==> src/hdl/u8s_pkg.sv <==
// Package for the UTF-8 sanitizer: constants, packet type and lead classifier.
// No dependencies; used by every design module of the block but the checker.
`default_nettype none

package u8s_pkg;

    localparam logic [7:0] QMARK = 8'h3F;
    localparam int QDEPTH = 4;
    localparam int QPTRW = $clog2(QDEPTH);
    localparam int QCNTW = $clog2(QDEPTH + 1);

    typedef logic [7:0] byte_t;

    // Up to four result bytes caused by one input byte.
    typedef struct packed {
        logic [3:0][7:0] data;
        logic [3:0]      repl;
        logic [1:0]      last;
        logic            fin;
    } pkt_t;

    typedef struct packed {
        logic full;
        logic empty;
    } q_status_t;

    function automatic logic [2:0] seq_len(input logic [7:0] b);
        logic [2:0] len;
        begin
            if ((b & 8'h80) == 8'h00)
            begin
                len = 3'd1;
            end
            else if ((b & 8'hE0) == 8'hC0)
            begin
                len = 3'd2;
            end
            else if ((b & 8'hF0) == 8'hE0)
            begin
                len = 3'd3;
            end
            else if ((b & 8'hF8) == 8'hF0)
            begin
                len = 3'd4;
            end
            else
            begin
                len = 3'd0;
            end
            return len;
        end
    endfunction

    function automatic logic is_cont(input logic [7:0] b);
        return (b & 8'hC0) == 8'h80;
    endfunction

endpackage

`default_nettype wire

==> src/hdl/u8s_if.sv <==
// Channel interfaces for the UTF-8 sanitizer: raw byte input and cleaned byte output.
// No dependencies.
`default_nettype none

interface u8s_in_if;
    logic       valid;
    logic       ready;
    logic [7:0] in_byte;
    logic       in_end;

    modport source (output valid, output in_byte, output in_end, input ready);
    modport sink (input valid, input in_byte, input in_end, output ready);
endinterface

interface u8s_out_if;
    logic       valid;
    logic       ready;
    logic [7:0] out_byte;
    logic       was_replaced;
    logic       run_last;
    logic       string_end;

    modport source (output valid, output out_byte, output was_replaced,
                    output run_last, output string_end, input ready);
    modport sink (input valid, input out_byte, input was_replaced,
                  input run_last, input string_end, output ready);
endinterface

`default_nettype wire

==> src/hdl/utf8_sanitizer_core.sv <==
// UTF-8 sanitizer top level: front end, packet queue and back end.
// Depends on u8s_pkg, u8s_if, u8s_front, u8s_queue and u8s_back.
//
// Accepts one raw byte per cycle unless the queue is full and delivers one
// cleaned byte per cycle unless the output stalls. Each byte is classified
// in the cycle it is accepted; a byte that completes or breaks a sequence
// produces a packet of one to four output bytes, which enters a four-entry
// queue and is shifted out one byte per transfer. A byte that only extends a
// pending sequence produces nothing until the sequence ends. Input ready drops
// only when the queue holds four packets, so the output port bounds throughput
// at one byte per cycle, matching the stream's one-byte-per-byte average.
`default_nettype none

module utf8_sanitizer_core (
    input  wire logic clk,
    input  wire logic rst_n,
    u8s_in_if.sink    raw,
    u8s_out_if.source clean
);

    logic               push;
    logic               pop;
    u8s_pkg::pkt_t      push_pkt;
    u8s_pkg::pkt_t      head;
    u8s_pkg::q_status_t q_stat;

    u8s_front u_front (
        .clk      (clk),
        .rst_n    (rst_n),
        .raw      (raw),
        .q_stat   (q_stat),
        .push     (push),
        .push_pkt (push_pkt)
    );

    u8s_queue u_queue (
        .clk      (clk),
        .rst_n    (rst_n),
        .push     (push),
        .push_pkt (push_pkt),
        .pop      (pop),
        .head     (head),
        .stat     (q_stat)
    );

    u8s_back u_back (
        .clk      (clk),
        .rst_n    (rst_n),
        .head     (head),
        .q_stat   (q_stat),
        .pop      (pop),
        .clean    (clean)
    );

endmodule

`default_nettype wire

==> src/hdl/u8s_front.sv <==
// Front end: accepts bytes, tracks the pending sequence, builds result packets.
// Depends on u8s_pkg and u8s_in_if.
`default_nettype none

module u8s_front (
    input  wire logic              clk,
    input  wire logic              rst_n,
    u8s_in_if.sink                 raw,
    input  wire u8s_pkg::q_status_t q_stat,
    output      logic              push,
    output      u8s_pkg::pkt_t     push_pkt
);

    logic [1:0]  hc_reg, hc_next;
    logic [2:0]  el_reg, el_next;
    logic [7:0]  hb_reg [3];
    logic [7:0]  hb_next [3];
    logic        accept;
    logic [2:0]  n;
    logic        consumed;
    logic [2:0]  len;
    u8s_pkg::pkt_t pkt;

    assign raw.ready = !q_stat.full;
    assign accept    = raw.valid && raw.ready;

    always_comb
    begin
        pkt      = '0;
        n        = 3'd0;
        consumed = 1'b0;
        hc_next  = hc_reg;
        el_next  = el_reg;
        hb_next  = hb_reg;
        len      = u8s_pkg::seq_len(raw.in_byte);

        if (hc_reg != 2'd0)
        begin
            if (u8s_pkg::is_cont(raw.in_byte))
            begin
                consumed = 1'b1;
                if ({1'b0, hc_reg} + 3'd1 >= el_reg)
                begin
                    for (int i = 0; i < 3; i++)
                    begin
                        if (2'(i) < hc_reg)
                        begin
                            pkt.data[n[1:0]] = hb_reg[i];
                            n = n + 3'd1;
                        end
                    end
                    pkt.data[n[1:0]] = raw.in_byte;
                    n       = n + 3'd1;
                    hc_next = 2'd0;
                    el_next = 3'd0;
                end
                else
                begin
                    hb_next[hc_reg] = raw.in_byte;
                    hc_next         = hc_reg + 2'd1;
                end
            end
            else
            begin
                for (int i = 0; i < 3; i++)
                begin
                    if (2'(i) < hc_reg)
                    begin
                        pkt.data[n[1:0]] = u8s_pkg::QMARK;
                        pkt.repl[n[1:0]] = 1'b1;
                        n = n + 3'd1;
                    end
                end
                hc_next = 2'd0;
                el_next = 3'd0;
            end
        end

        if (!consumed)
        begin
            case (len)
                3'd0:
                begin
                    pkt.data[n[1:0]] = u8s_pkg::QMARK;
                    pkt.repl[n[1:0]] = 1'b1;
                    n = n + 3'd1;
                end
                3'd1:
                begin
                    pkt.data[n[1:0]] = raw.in_byte;
                    n = n + 3'd1;
                end
                default:
                begin
                    hb_next[0] = raw.in_byte;
                    hc_next    = 2'd1;
                    el_next    = len;
                end
            endcase
        end

        if (raw.in_end && hc_next != 2'd0)
        begin
            for (int i = 0; i < 3; i++)
            begin
                if (2'(i) < hc_next)
                begin
                    pkt.data[n[1:0]] = u8s_pkg::QMARK;
                    pkt.repl[n[1:0]] = 1'b1;
                    n = n + 3'd1;
                end
            end
            hc_next = 2'd0;
            el_next = 3'd0;
        end

        pkt.last = 2'(n - 3'd1);
        pkt.fin  = raw.in_end;
    end

    assign push     = accept && (n != 3'd0);
    assign push_pkt = pkt;

    always_ff @(posedge clk or negedge rst_n)
    begin
        if (!rst_n)
        begin
            hc_reg <= 2'd0;
            el_reg <= 3'd0;
        end
        else if (accept)
        begin
            hc_reg <= hc_next;
            el_reg <= el_next;
        end
    end

    always_ff @(posedge clk)
    begin
        if (accept)
        begin
            hb_reg <= hb_next;
        end
    end

endmodule

`default_nettype wire

==> src/hdl/u8s_queue.sv <==
// Packet queue between front and back end, QDEPTH entries.
// Depends on u8s_pkg.
`default_nettype none

module u8s_queue (
    input  wire logic               clk,
    input  wire logic               rst_n,
    input  wire logic               push,
    input  wire u8s_pkg::pkt_t      push_pkt,
    input  wire logic               pop,
    output      u8s_pkg::pkt_t      head,
    output      u8s_pkg::q_status_t stat
);

    u8s_pkg::pkt_t                  mem_reg [u8s_pkg::QDEPTH];
    logic [u8s_pkg::QPTRW-1:0]      wr_ptr_reg;
    logic [u8s_pkg::QPTRW-1:0]      rd_ptr_reg;
    logic [u8s_pkg::QCNTW-1:0]      count_reg;

    assign stat.full  = (count_reg == u8s_pkg::QCNTW'(u8s_pkg::QDEPTH));
    assign stat.empty = (count_reg == '0);
    assign head       = mem_reg[rd_ptr_reg];

    always_ff @(posedge clk or negedge rst_n)
    begin
        if (!rst_n)
        begin
            wr_ptr_reg <= '0;
            rd_ptr_reg <= '0;
            count_reg  <= '0;
        end
        else
        begin
            if (push)
            begin
                wr_ptr_reg <= wr_ptr_reg + 1'b1;
            end
            if (pop)
            begin
                rd_ptr_reg <= rd_ptr_reg + 1'b1;
            end
            case ({push, pop})
                2'b10:   count_reg <= count_reg + 1'b1;
                2'b01:   count_reg <= count_reg - 1'b1;
                default: count_reg <= count_reg;
            endcase
        end
    end

    always_ff @(posedge clk)
    begin
        if (push)
        begin
            mem_reg[wr_ptr_reg] <= push_pkt;
        end
    end

endmodule

`default_nettype wire

==> src/hdl/u8s_back.sv <==
// Back end: serializes queued packets into one output byte per transfer.
// Depends on u8s_pkg and u8s_out_if.
`default_nettype none

module u8s_back (
    input  wire logic               clk,
    input  wire logic               rst_n,
    input  wire u8s_pkg::pkt_t      head,
    input  wire u8s_pkg::q_status_t q_stat,
    output      logic               pop,
    u8s_out_if.source               clean
);

    u8s_pkg::pkt_t pkt_reg;
    logic [1:0]    idx_reg;
    logic          busy_reg;
    logic          done;
    logic          is_last;

    assign is_last = (idx_reg == pkt_reg.last);
    assign done    = busy_reg && clean.ready && is_last;
    assign pop     = !q_stat.empty && (!busy_reg || done);

    assign clean.valid        = busy_reg;
    assign clean.out_byte     = pkt_reg.data[idx_reg];
    assign clean.was_replaced = pkt_reg.repl[idx_reg];
    assign clean.run_last     = is_last;
    assign clean.string_end   = is_last && pkt_reg.fin;

    always_ff @(posedge clk or negedge rst_n)
    begin
        if (!rst_n)
        begin
            busy_reg <= 1'b0;
            idx_reg  <= 2'd0;
        end
        else if (pop)
        begin
            busy_reg <= 1'b1;
            idx_reg  <= 2'd0;
        end
        else if (done)
        begin
            busy_reg <= 1'b0;
        end
        else if (busy_reg && clean.ready)
        begin
            idx_reg <= idx_reg + 2'd1;
        end
    end

    always_ff @(posedge clk)
    begin
        if (pop)
        begin
            pkt_reg <= head;
        end
    end

endmodule

`default_nettype wire

==> src/flat_wrapper.sv <==
// flat-port wrapper written by rule: the top's interface ports become plain ports
module utf8_sanitizer_core_flat 
  (clk, rst_n, raw_valid, raw_in_byte, raw_in_end, raw_ready, clean_valid, clean_out_byte, clean_was_replaced, clean_run_last, clean_string_end, clean_ready);
  u8s_in_if raw_i ();
  u8s_out_if clean_i ();
  input  wire logic clk;
  input  wire logic rst_n;
  input wire logic [$bits(raw_i.valid)-1:0] raw_valid;
  input wire logic [$bits(raw_i.in_byte)-1:0] raw_in_byte;
  input wire logic [$bits(raw_i.in_end)-1:0] raw_in_end;
  output wire logic [$bits(raw_i.ready)-1:0] raw_ready;
  output wire logic [$bits(clean_i.valid)-1:0] clean_valid;
  output wire logic [$bits(clean_i.out_byte)-1:0] clean_out_byte;
  output wire logic [$bits(clean_i.was_replaced)-1:0] clean_was_replaced;
  output wire logic [$bits(clean_i.run_last)-1:0] clean_run_last;
  output wire logic [$bits(clean_i.string_end)-1:0] clean_string_end;
  input wire logic [$bits(clean_i.ready)-1:0] clean_ready;
  assign raw_i.valid = raw_valid;
  assign raw_i.in_byte = raw_in_byte;
  assign raw_i.in_end = raw_in_end;
  assign raw_ready = raw_i.ready;
  assign clean_valid = clean_i.valid;
  assign clean_out_byte = clean_i.out_byte;
  assign clean_was_replaced = clean_i.was_replaced;
  assign clean_run_last = clean_i.run_last;
  assign clean_string_end = clean_i.string_end;
  assign clean_i.ready = clean_ready;
  utf8_sanitizer_core u_core (.clk(clk), .rst_n(rst_n), .raw(raw_i), .clean(clean_i));
endmodule
==> config.mk <==
export PLATFORM = sky130hd
export DESIGN_NAME = utf8_sanitizer_core_flat
export DESIGN_NICKNAME = d
export VERILOG_FILES = /design/src/hdl/u8s_pkg.sv /design/src/hdl/u8s_if.sv /design/src/hdl/utf8_sanitizer_core.sv /design/src/hdl/u8s_front.sv /design/src/hdl/u8s_queue.sv /design/src/hdl/u8s_back.sv /design/src/flat_wrapper.sv
export SDC_FILE = /design/constraint.sdc
export NUM_CORES = 1
export LEC_CHECK = 0
export BUFFER_PORTS_ARGS = -buffer_cell sky130_fd_sc_hd__buf_2
export CAP_MARGIN = 0
export CORE_UTILIZATION = 33
export DETAILED_ROUTE_END_ITERATION = 16
export PLACE_DENSITY_LB_ADDON = 0.08
export SLEW_MARGIN = 40
export SYNTH_ARGS = -nofsm -noshare
export SYNTH_HDL_FRONTEND = slang
export SYNTH_HIERARCHICAL = 1
export SYNTH_SLANG_ARGS = --single-unit
==> constraint.sdc <==
create_clock -name clk -period 11.7 [get_ports clk]
set_input_delay 1.17 -clock clk [delete_from_list [all_inputs] [get_ports clk]]
set_output_delay 1.17 -clock clk [all_outputs]
set_load 0.01 [all_outputs]
* Word level (Yosys, flattened, before mapping) *
Memory sizes are Yosys's and may differ from the RTL's. A register that Yosys moved wholly into a read port is not among the register bits.
Cells that the tools add are included.
Widths: inputs -> output; s select.

storage, ports and cells
  flip-flop bits (word level) = 39
  bits in writable memories = 156
  input port bits = 13
  output and inout bits = 13
  memories = 1

memory list
  name                    words  bits a word  read ports  clocked after Yosys merged registers in  wr ports  line             source
  u_core.u_queue.mem_reg  4      39           1           1                                        1         u8s_queue.sv:15  u8s_pkg::pkt_t mem_reg [u8s_pkg::QDEPTH];

cells by class
  add/subtract/negate cells = 17
  $lt $le $gt $ge = 28
  equal/unequal tests = 10
  mux-type cells = 136
  bitwise logic cells = 26
  reductions and logical operators = 33

operator list
  cell                 number
  $mux 36              12
  $mux 32              10
  $demux 8 s2          10
  $mux 8               19
  $bwmux 32            4
  $or 24x24->24        5
  $mux 3               38
  $mux 24              3
  $pmux 32 s2          1
  $not 8->8            6
  $and 8x8->8          5
  $add 3x1->3 const B  10
  $lt 2x3->1 const B   10
  $bwmux 24            1
  $or 6x24->24         1
  $or 4x4->4           5
  $ge 2x1->1 const B   9
  $mux 2               9
  $logic_and 1x1->1    17
  $mux 1               17
  $bmux 8 s2           1
  $demux 1 s2          6
  $reduce_bool 2->1    5
  $add 2x1->2 const B  4
  32 further kinds     42

* Longest topological paths before layout *
Gate-level depths: netlist (run 1).

  depth after elaboration = 36
  depth in mapped cells = 23
  depth with buffers taken out = 23

* Modules after synthesis *
Netlist (run 1), hierarchy kept.

by module, submodules not included
  module     instances  cells an instance  area each (um2)  sequential area each (um2)
  u8s_queue  1          241                6,072.1          4,859.7
  u8s_front  1          371                2,876.5          845.8
  u8s_back   1          77                 1,635.3          1,246.2

* Worst setup path after synthesis (run 1) *
OpenSTA, ideal clock, no wires.

  path kind = register -> register
  start = reg u_core.u_front.hc_reg[0]
  end = mem u_core/u_queue/mem_reg[0][0] in the netlist's numbering (enable)
  library setup time = 0.400 ns
  data arrival time = 5.040 ns
  required time = 11.300 ns
  path slack = 6.260 ns
  stages on the path, launching flop included = 18
  path buffers = 1
  clock period less this slack = 5.440 ns
  path through = dfrtp_1 -> inv_1 -> ha_1 -> ha_1 -> nand2_1 -> o21ai_0 -> clkbuf_1 -> a21oi_1 -> ha_1 -> nand2_1 -> o21ai_0 -> ha_1 -> o211a_1 -> and4_1 -> mux2i_1 -> xnor2_1 -> a21oi_1 -> and2_1

on the way
  longest elaborated chain between the ends = 35

ends and longest elaborated chain
  what                              line                              source
  start: declaration                u8s_front.sv:14                   logic [1:0] hc_reg, hc_next;
  start signal: assignment          u8s_front.sv:133                  hc_reg <= hc_next;
  $lt 1x2->1                        u8s_front.sv:46, u8s_front.sv:67
  $mux 1                            u8s_front.sv:46, u8s_front.sv:67
  $mux 3                            u8s_front.sv:42                   if ({1'b0, hc_reg} + 3'd1 >= el_reg)
  $mux 3                            u8s_front.sv:39                   if (u8s_pkg::is_cont(raw.in_byte))
  $mux 3                            u8s_front.sv:37                   if (hc_reg != 2'd0)
  $add 3x1->3                       u8s_front.sv:49                   n = n + 3'd1;
  $mux 3                            u8s_front.sv:46                   if (2'(i) < hc_reg)
  $mux 3                            u8s_front.sv:42
  [20 not listed]                   n/a
  $add 3x1->3                       u8s_front.sv:110                  n = n + 3'd1;
  $mux 3                            u8s_front.sv:106                  if (2'(i) < hc_next)
  $mux 3 (*)                        u8s_front.sv:102                  if (raw.in_end && hc_next != 2'd0)
  $reduce_bool 3->1 (*)             u8s_front.sv:121                  assign push = accept && (n != 3'd0);
  $logic_and 1x1->1 (*)             u8s_front.sv:121
  via u_core.push                   utf8_sanitizer_core.sv:21         logic push;
  $mux 1 (*)                        u8s_queue.sv:52                   if (push)
  $mux 1 (not written as such) (*)  u8s_queue.sv:54                   mem_reg[wr_ptr_reg] <= push_pkt;
  end: declaration                  u8s_queue.sv:15

The timed path passes the listed nets; every way through them passes the cells marked *. The select of a mux whose other input is x is not followed.

* Final worst setup path (run 1) *
  start = reg u_core.u_front.hc_reg[0]
  end = mem u_core/u_queue/mem_reg[0][29] in the netlist's numbering (enable)

Same word-level chain as after synthesis.

==> parameters.txt, run 1 <==
Parameter                              Value

Clocking
  Total setup buffers inserted after CTS    0
  Number of buffers inserted by hold repair at cts    0
  Clock Latency Late Sink    0.53 ns
  Clock buffer count from CTS    27
  Deepest level of the CTS H-tree    1
  CTS resizes    0
  Clock edge transition at the registers on the reported setup and hold paths    0.06 ns
  Clock tree from TritonCTS    built
  Maximum buffer depth of the clock tree    3
  Total number of clock tree sinks    234
  Library cell used as clock root buffer    sky130_fd_sc_hd__clkbuf_16

Run
  Number of violations of the max-capacitance limit    0

Pwr
  Register share of total power    0.429
  Worst ir drop on vdd    0.0980 mV
  Switching power as a share of total power    0.294
  Share of power burned in the clock network    0.310
  Combinational share of power    0.262
  Int Pwr    2080 uW
  Total power per unit cell area    245 mW/mm^2
  Final total power    2950 uW
  Leakage power    0.00418 uW
  Switching power    around 870 uW

Worst setup path
  Required time at the endpoint of the critical path    11.86 ns
  Kind of launch point of the worst setup path    register
  Crit path kind    register to register
  Worst Path Arrival    6.00 ns
  Critical Path End Type    register
  Max Fanout on Critical Path    39

STA
  Worst Hold Slack    0.482 ns
  Period utilization    0.499
  Count of endpoints failing setup in the final report    0
  Setup_tns    0 ns
  Relative slew slack    0.401
  Final-report max-slew violation count    0
  Highest achievable clock rate    0.171 GHz
  Actual slew at the worst max-slew pin    0.889 ns
  Worst clock skew    approximately 0.010 ns
  Setup repair after global routing missed its margin    no
  Number of failing hold endpoints at the final stage    0
  Minimum clock period    5.84 ns

Placed design
  Final weighted congestion of routability-driven global placement    approximately 0.9
  Count of input and output buffers    25
  Placed instance area    roughly 0.011 mm^2
  Estimated wirelength of the detail-placed design    16.2 mm

Layout
  Most frequent cells in the layout    sky130_fd_sc_hd__edfxtp_1, sky130_fd_sc_hd__nand2_1, sky130_fd_sc_hd__mux4_2
  Flip-flop count of the largest register, all copies and words added    approximately 160
  Net count of the finished layout    approximately 750
  Post-Layout Inst Area    0.0120 mm^2
  Most common cell after layout, fill and taps aside    sky130_fd_sc_hd__edfxtp_1
  Share of cells above drive strength 1    0.191
  Number of diodes    0
  Final core utilization    0.381
  Layout area overhead    13.5%

GRT
  Number of global-route vias before repair    6086
  Total congestion overflow after global routing    0
  Largest net degree at the start of global routing    43
  Antenna violations before repair    0
  Global routing usage summed across all routing layers    0.151
  First-pass GRT wire length    37.6 mm

Die
  Vertical die dimension    181 um
  Floorplan die area    about 0.033 mm^2
  I/O pin cnt    26
  Area of the core region    between 0.03 and 0.04 mm^2
  Horizontal extent of the die    about 180 um
  Std cell rows    65
  Effective utilization at floorplan    0.335

Yosys
  Combined area of all synthesized cells    about 0.011 mm^2
  Sequential element share of the synthesized area    0.657
  Share of synthesized flip-flops with an asynchronous set or reset    0.0641
  Commonest register cell after synthesis    sky130_fd_sc_hd__edfxtp_1
  Post-Syn Instances    689
  Count of different cell masters after synthesis    64
  Count of state elements after synthesis    ~230
  Yosys warning total    6
  Number of nets in the synthesized netlist    roughly 730
  EDFF count, synth    219
  Mean instance size in the synthesized netlist    15.4 um^2

Routing
  Post-detailed-route DRC marker count    0
  Length of the first detailed-routing pass in iterations    5
  Number of antenna-violating nets in the routed design    0
  Total number of vias    5910
  Routed Wire Length    24.2 mm
  Routed vias/inst    5.20
  Average routed wire per standard cell    21.3 um
  Iteration-0 DRC Markers    469

Hold path
  Type of the tightest min-delay check    register to register

Status
  Outcome    complete, no violations
worst paths after layout:
check / start / endpoint / slack (ns) / depth (start not counted)
min reg2reg: u_core/u_front/el_reg[2] / u_core/u_front/el_reg[2] / 0.48 / 1
max: u_core/u_front/hc_reg[0] / u_core/u_queue/mem_reg[0][29] / 5.86 / 19
max in group asynchronous: rst_n / u_core/u_back/idx_reg[0] / 10.76 / 1
min: u_core/u_front/el_reg[2] / u_core/u_front/el_reg[2] / 0.48 / 1
max reg2reg: u_core/u_front/hc_reg[0] / u_core/u_queue/mem_reg[0][29] / 5.86 / 19
min in group asynchronous: rst_n / u_core/u_front/el_reg[0] / 0.58 / 1
worst max-delay path, cell delays in order (launching register included):
cell and delay [ns]:
sky130_fd_sc_hd__dfrtp_1 0.61, sky130_fd_sc_hd__inv_1 0.18, sky130_fd_sc_hd__ha_1 0.43, sky130_fd_sc_hd__ha_1 0.22
sky130_fd_sc_hd__a21oi_1 0.26, sky130_fd_sc_hd__o21ai_0 0.14, sky130_fd_sc_hd__buf_4 0.21, sky130_fd_sc_hd__and2_1 0.19
sky130_fd_sc_hd__a21oi_1 0.31, sky130_fd_sc_hd__ha_1 0.30, sky130_fd_sc_hd__nand2_1 0.05, sky130_fd_sc_hd__o21ai_0 0.18
sky130_fd_sc_hd__ha_1 0.36, sky130_fd_sc_hd__o211a_1 0.17, sky130_fd_sc_hd__and4_1 0.29, sky130_fd_sc_hd__mux2i_1 0.24
sky130_fd_sc_hd__xnor2_1 0.09, sky130_fd_sc_hd__a21oi_1 0.45, sky130_fd_sc_hd__and2_2 0.24, sky130_fd_sc_hd__buf_4 0.49
cells in the mapped netlist (all sizes together) (3+ instances only):
| cell type | count | share of area |
|---|---|---|
| xnor2 | 8 | 0.0066 |
| nand2b | 8 | 0.0047 |
| edfxtp | 219 | 0.62 |
| xor2 | 7 | 0.0058 |
| buf | 22 | 0.019 |
| a32o | 5 | 0.0047 |
| a21o | 3 | 0.0021 |
| a31oi | 4 | 0.0024 |
| o22a | 3 | 0.0025 |
| o221ai | 5 | 0.0041 |
| o21ai | 34 | 0.016 |
| and3 | 6 | 0.0035 |
| and2 | 12 | 0.0071 |
| clkbuf | 14 | 0.0051 |
| a221o | 5 | 0.0047 |
| a21oi | 22 | 0.010 |
| nand4 | 3 | 0.0018 |
| nor2b | 8 | 0.0047 |
| nand3 | 14 | 0.0066 |
| nand2 | 88 | 0.031 |
| inv | 26 | 0.0092 |
| nor2 | 33 | 0.012 |
| ha | 24 | 0.028 |
| nor3 | 3 | 0.0014 |
| dfrtp | 15 | 0.035 |
| a22oi | 9 | 0.0064 |
| a21boi | 3 | 0.0021 |
| o31ai | 5 | 0.0035 |
| mux4 | 48 | 0.10 |
| mux2i | 6 | 0.0057 |
cell type report:
cell class,count,area (um^2)
clock buffer,30,687
timing repair buffer,31,174
inverter,26,97.6
tap,402,503
multi-input combinational,393,3310
clock inverter,20,290
fill,2946,19500
sequential,234,6950
metrics by stage:
step,setup WS [ns],cells
after floorplan,6.26,689
after global placement,5.36,1086
after detailed placement,5.45,1086
after CTS,5.79,1136
after global routing,5.33,1136
final,5.86,1136
power by group through the flow:
stage                     clock network [uW]  registers [uW]  logic, uW
after CTS                                942            1270        795
after global placement                     0            1270        780
after global routing                     972            1280        845
after detailed placement                   0            1280        793
after floorplan                            0            1240        606
final                                    912            1260        771
cells by family (layout without fill, tap and decap cells):
| group | count (synthesis) | after routing | share of synthesized area |
|---|---|---|---|
| XOR/XNOR | 15 | 15 | 0.0124 |
| flip-flops | 234 | 234 | 0.657 |
| AO/OA/AOI/OAI | 116 | 116 | 0.0772 |
| AND/OR/NAND/NOR | 181 | 181 | 0.0797 |
| adder cells (fa/ha/maj) | 25 | 25 | 0.0303 |
| multiplexers | 56 | 56 | 0.110 |
| buffers and inverters | 62 | 107 | 0.0333 |
layer usage:
layer	vias to the layer above	share of wire	GRT usage
li1	2719	-	-
met2	152	0.47	0.241
met1	2996	0.46	0.212
met3	43	0.049	0.0228
met5	-	0	0
met4	0	0.025	0.0461
No activity file was read; power rests on OpenSTA's default activity.
==> run 2, diff against run 1 <==
ABC_AREA = 1   (was default)
clock period = 5.7 ns   (was 11.7 ns; I/O delays follow)
==> run 2 against run 1 <==
Net effect: die area up 8.6%; synthesized cell count rose by 56%; via count is 26% higher; fmax increased by 16%.
==> parameters.txt, run 2 <==
Parameter                              Value

Layout
  Post-Layout Inst Area    0.0131 mm^2 (+8.6%)
  Count of fill cells added during filler insertion    3411 (+16%)
  Final core utilization    0.379 (-0.00197)
  Area of the multi-input gates    0.00362 mm^2 (+9.6%)
  Most common cell after layout, fill and taps aside    sky130_fd_sc_hd__nand2_1
  Number of diodes    0 (unchanged)
  Final cell count without fillers    1577 (+39%)
  Layout area overhead    13.4% (about the same)
  Share of cells above drive strength 1    0.155 (-0.0357)
  Flip-flop count of the largest register, all copies and words added    156 (unchanged)
  Flip-flop and latch area    0.00696 mm^2 (about the same)
  Net count of the finished layout    1138 (+52%)
  Most frequent cells in the layout    sky130_fd_sc_hd__nand2_1, sky130_fd_sc_hd__edfxtp_1, sky130_fd_sc_hd__inv_1

Pwr
  Worst ir drop on vdd    0.238 mV (+140%)
  Leakage power    0.00519 uW (+24%)
  Total power per unit cell area    510 mW/mm^2 (+110%)

Clocking
  Maximum buffer depth of the clock tree    3 (unchanged)
  Deepest level of the CTS H-tree    1 (unchanged)
  CTS resizes    0 (unchanged)
  Clock Latency Late Sink    0.54 ns (about the same)
  Clock buffer count from CTS    28 (+3.7%)
  Clock edge transition at the registers on the reported setup and hold paths    0.06 ns (about the same)
  Total number of clock tree sinks    234 (unchanged)
  Library cell used as clock root buffer    sky130_fd_sc_hd__clkbuf_16
  Clock tree from TritonCTS    built

Yosys
  Mean instance size in the synthesized netlist    10.7 um^2 (-30%)
  Commonest register cell after synthesis    sky130_fd_sc_hd__edfxtp_1
  Leading cell types by total area after synthesis    sky130_fd_sc_hd__edfxtp_1, sky130_fd_sc_hd__nand2_1, sky130_fd_sc_hd__inv_1
  Share of synthesized flip-flops with an asynchronous set or reset    0.0641 (unchanged)
  Yosys warning total    6 (unchanged)
  Most used standard cell by instance count after synthesis    sky130_fd_sc_hd__nand2_1
  Sequential element share of the synthesized area    0.604 (-0.0526)
  Count of state elements after synthesis    234 (unchanged)
  EDFF count, synth    219 (unchanged)
  Combined area of all synthesized cells    0.0115 mm^2 (+8.7%)
  Count of different cell masters after synthesis    51 (-20%)
  Number of nets in the synthesized netlist    1110 (+53%)
  Post-Syn Instances    1072 (+56%)
  Commonest cells in the synthesized netlist    sky130_fd_sc_hd__nand2_1, sky130_fd_sc_hd__edfxtp_1, sky130_fd_sc_hd__inv_1
  Area fraction of the dominant cell type after synthesis    0.572 (-0.0498)
  Top cell type by total area after synthesis    sky130_fd_sc_hd__edfxtp_1

Die
  I/O pin cnt    26 (unchanged)
  Effective utilization at floorplan    0.334 (-0.00149)
  Std cell rows    68 (+4.6%)
  Horizontal extent of the die    189 um (+4.2%)
  Vertical die dimension    189 um (+4.2%)
  Area of the core region    0.0345 mm^2 (+9.2%)
  Floorplan die area    0.0356 mm^2 (+8.6%)

Worst setup path
  Required time at the endpoint of the critical path    5.92 ns (-5.94 ns)
  Critical Path End Type    register
  CP Launch Point    u_core/u_front/hc_reg[0]
  Kind of launch point of the worst setup path    register
  Worst Path Arrival    5.25 ns (-0.75 ns)
  Max Fanout on Critical Path    24 (-38%)
  Crit path kind    register to register
  Crit Reg-Reg Startpoint    u_core/u_front/hc_reg[0]

STA
  Worst clock skew    0.0198 ns (+0.00945 ns)
  Number of failing hold endpoints at the final stage    0 (unchanged)
  Setup repair after global routing missed its margin    no
  Final-report max-slew violation count    0 (unchanged)
  Highest achievable clock rate    0.199 GHz (+16%)
  Minimum clock period    5.02 ns (-0.815 ns)
  Period utilization    0.881 (+0.382)
  Count of endpoints failing setup in the final report    0 (unchanged)
  Setup_tns    0 ns (unchanged)
  Actual slew at the worst max-slew pin    0.835 ns (-0.0542 ns)
  Relative slew slack    0.438 (+0.0365)

Hold path
  Type of the tightest min-delay check    input pin to register
  Min-Delay Startpoint    raw_in_byte[0]

Routing
  Post-detailed-route DRC marker count    0 (unchanged)
  Total number of vias    7438 (+26%)
  Length of the first detailed-routing pass in iterations    5 (unchanged)
  Average routed wire per standard cell    18.5 um (-13%)
  Routed length on met3    1.21 mm (+1.1%)
  Routed met2 length    13.2 mm (+17%)
  Iteration-0 DRC Markers    609 (+30%)
  Routed vias/inst    4.72 (-9.3%)
  Number of antenna-violating nets in the routed design    0 (unchanged)
  M1 WL    14.3 mm (+28%)
  Routed Wire Length    29.2 mm (+20%)
  Uppermost layer routed    met4

GRT
  Number of global-route vias before repair    7292 (+20%)
  Antenna violations before repair    0 (unchanged)
  Global routing usage summed across all routing layers    0.166 (+0.0150)
  Largest net degree at the start of global routing    68 (+58%)
  First-pass GRT wire length    44.9 mm (+20%)
  Total congestion overflow after global routing    0 (unchanged)

Placed design
  Estimated wirelength of the detail-placed design    19.9 mm (+23%)
  Number of cells in the design after placement    1524 (+40%)
  Placed instance area    0.0121 mm^2 (+9.6%)
  Count of input and output buffers    25 (unchanged)
  Final weighted congestion of routability-driven global placement    0.836 (-8.9%)

Run
  Number of violations of the max-capacitance limit    0 (unchanged)

Status
  Outcome    complete, no violations
run 2: logic make-up (layout without fill, tap and decap cells):
| family | after synthesis | after routing | synth area share |
|---|---|---|---|
| mux | 1 | 1 | 0.000979 |
| simple gates | 357 | 357 | 0.134 |
| fa+ha+maj | 25 | 25 | 0.0278 |
| compound gates | 235 | 235 | 0.144 |
| buf+inv | 212 | 262 | 0.0818 |
| flops | 234 | 234 | 0.604 |
| xor+xnor | 8 | 8 | 0.00674 |
run 2: worst paths after layout:
check	slack, ns	endpoint	cells after the start
min	0.33	register	1
min reg2reg	0.50	u_core/u_queue/count_reg[2]	2
max reg2reg	0.68	u_core/u_queue/mem_reg[0][21]	27
max	0.68	u_core/u_queue/mem_reg[0][21]	27
min in group asynchronous	0.52	u_core/u_front/el_reg[1]	2
max in group asynchronous	4.82	u_core/u_queue/rd_ptr_reg[0]	2
run 2: layout make-up:
class                           instances  share of cell area
Clock buffer                           36              0.0599
Clock inverter                         16              0.0127
Inverter                              171              0.0494
Multi-Input combinational cell        626               0.278
Sequential cell                       234               0.533
Tap cell                              455              0.0436
Timing Repair Buffer                   39              0.0236
run 2: where the power goes:
group          switching, uW  internal [uW]  total (uW)
sequential               203           2480        2690
clock                    698           1100        1800
combinational           1490            683        2180
run 2: per-layer routing:
metal,track usage,vias to the layer above
li1,-,3750
met1,0.236,3508
met2,0.268,145
met3,0.0242,35
met4,0.0366,0
met5,0,-
run 2: timing repair:
item | in CTS | in global routing
hold buffers | 1 | 0
setup endpoints to repair | 0 | 0
hold endpoints to repair | 14 | 0
buffers inserted | 0 | 0
run 2: metrics by stage:
stage	setup slack [ns]	hold WS, ns	power (uW)
2_1_floorplan	1.23	0.274	4250
3_3_place_gp	0.771	0.495	4920
3_5_place_dp	0.634	0.490	4950
4_1_cts	0.621	0.316	6780
5_1_grt	0.217	0.313	7110
6_report	0.677	0.333	6660
run 2: worst max-delay path, cell delays in order (launching register included):
cell	delay (ns)
sky130_fd_sc_hd__dfrtp_1	0.49
sky130_fd_sc_hd__inv_1	0.16
sky130_fd_sc_hd__ha_1	0.42
sky130_fd_sc_hd__ha_1	0.31
sky130_fd_sc_hd__nand2_1	0.04
sky130_fd_sc_hd__inv_1	0.06
sky130_fd_sc_hd__nand2_1	0.06
sky130_fd_sc_hd__nand2_1	0.19
sky130_fd_sc_hd__nand2_2	0.21
sky130_fd_sc_hd__nand2_1	0.13
sky130_fd_sc_hd__o21ai_2	0.10
sky130_fd_sc_hd__ha_1	0.30
sky130_fd_sc_hd__or2_1	0.23
sky130_fd_sc_hd__nand2_2	0.12
sky130_fd_sc_hd__inv_1	0.07
sky130_fd_sc_hd__ha_1	0.27
sky130_fd_sc_hd__inv_1	0.03
sky130_fd_sc_hd__nand2_1	0.09
sky130_fd_sc_hd__nand3_1	0.11
sky130_fd_sc_hd__nand2_1	0.13
sky130_fd_sc_hd__nand2_1	0.06
sky130_fd_sc_hd__nand2_1	0.05
sky130_fd_sc_hd__nand3_1	0.06
sky130_fd_sc_hd__a21oi_1	0.13
sky130_fd_sc_hd__buf_4	0.17
sky130_fd_sc_hd__nand2_1	0.07
sky130_fd_sc_hd__inv_2	0.35
sky130_fd_sc_hd__buf_12	0.26
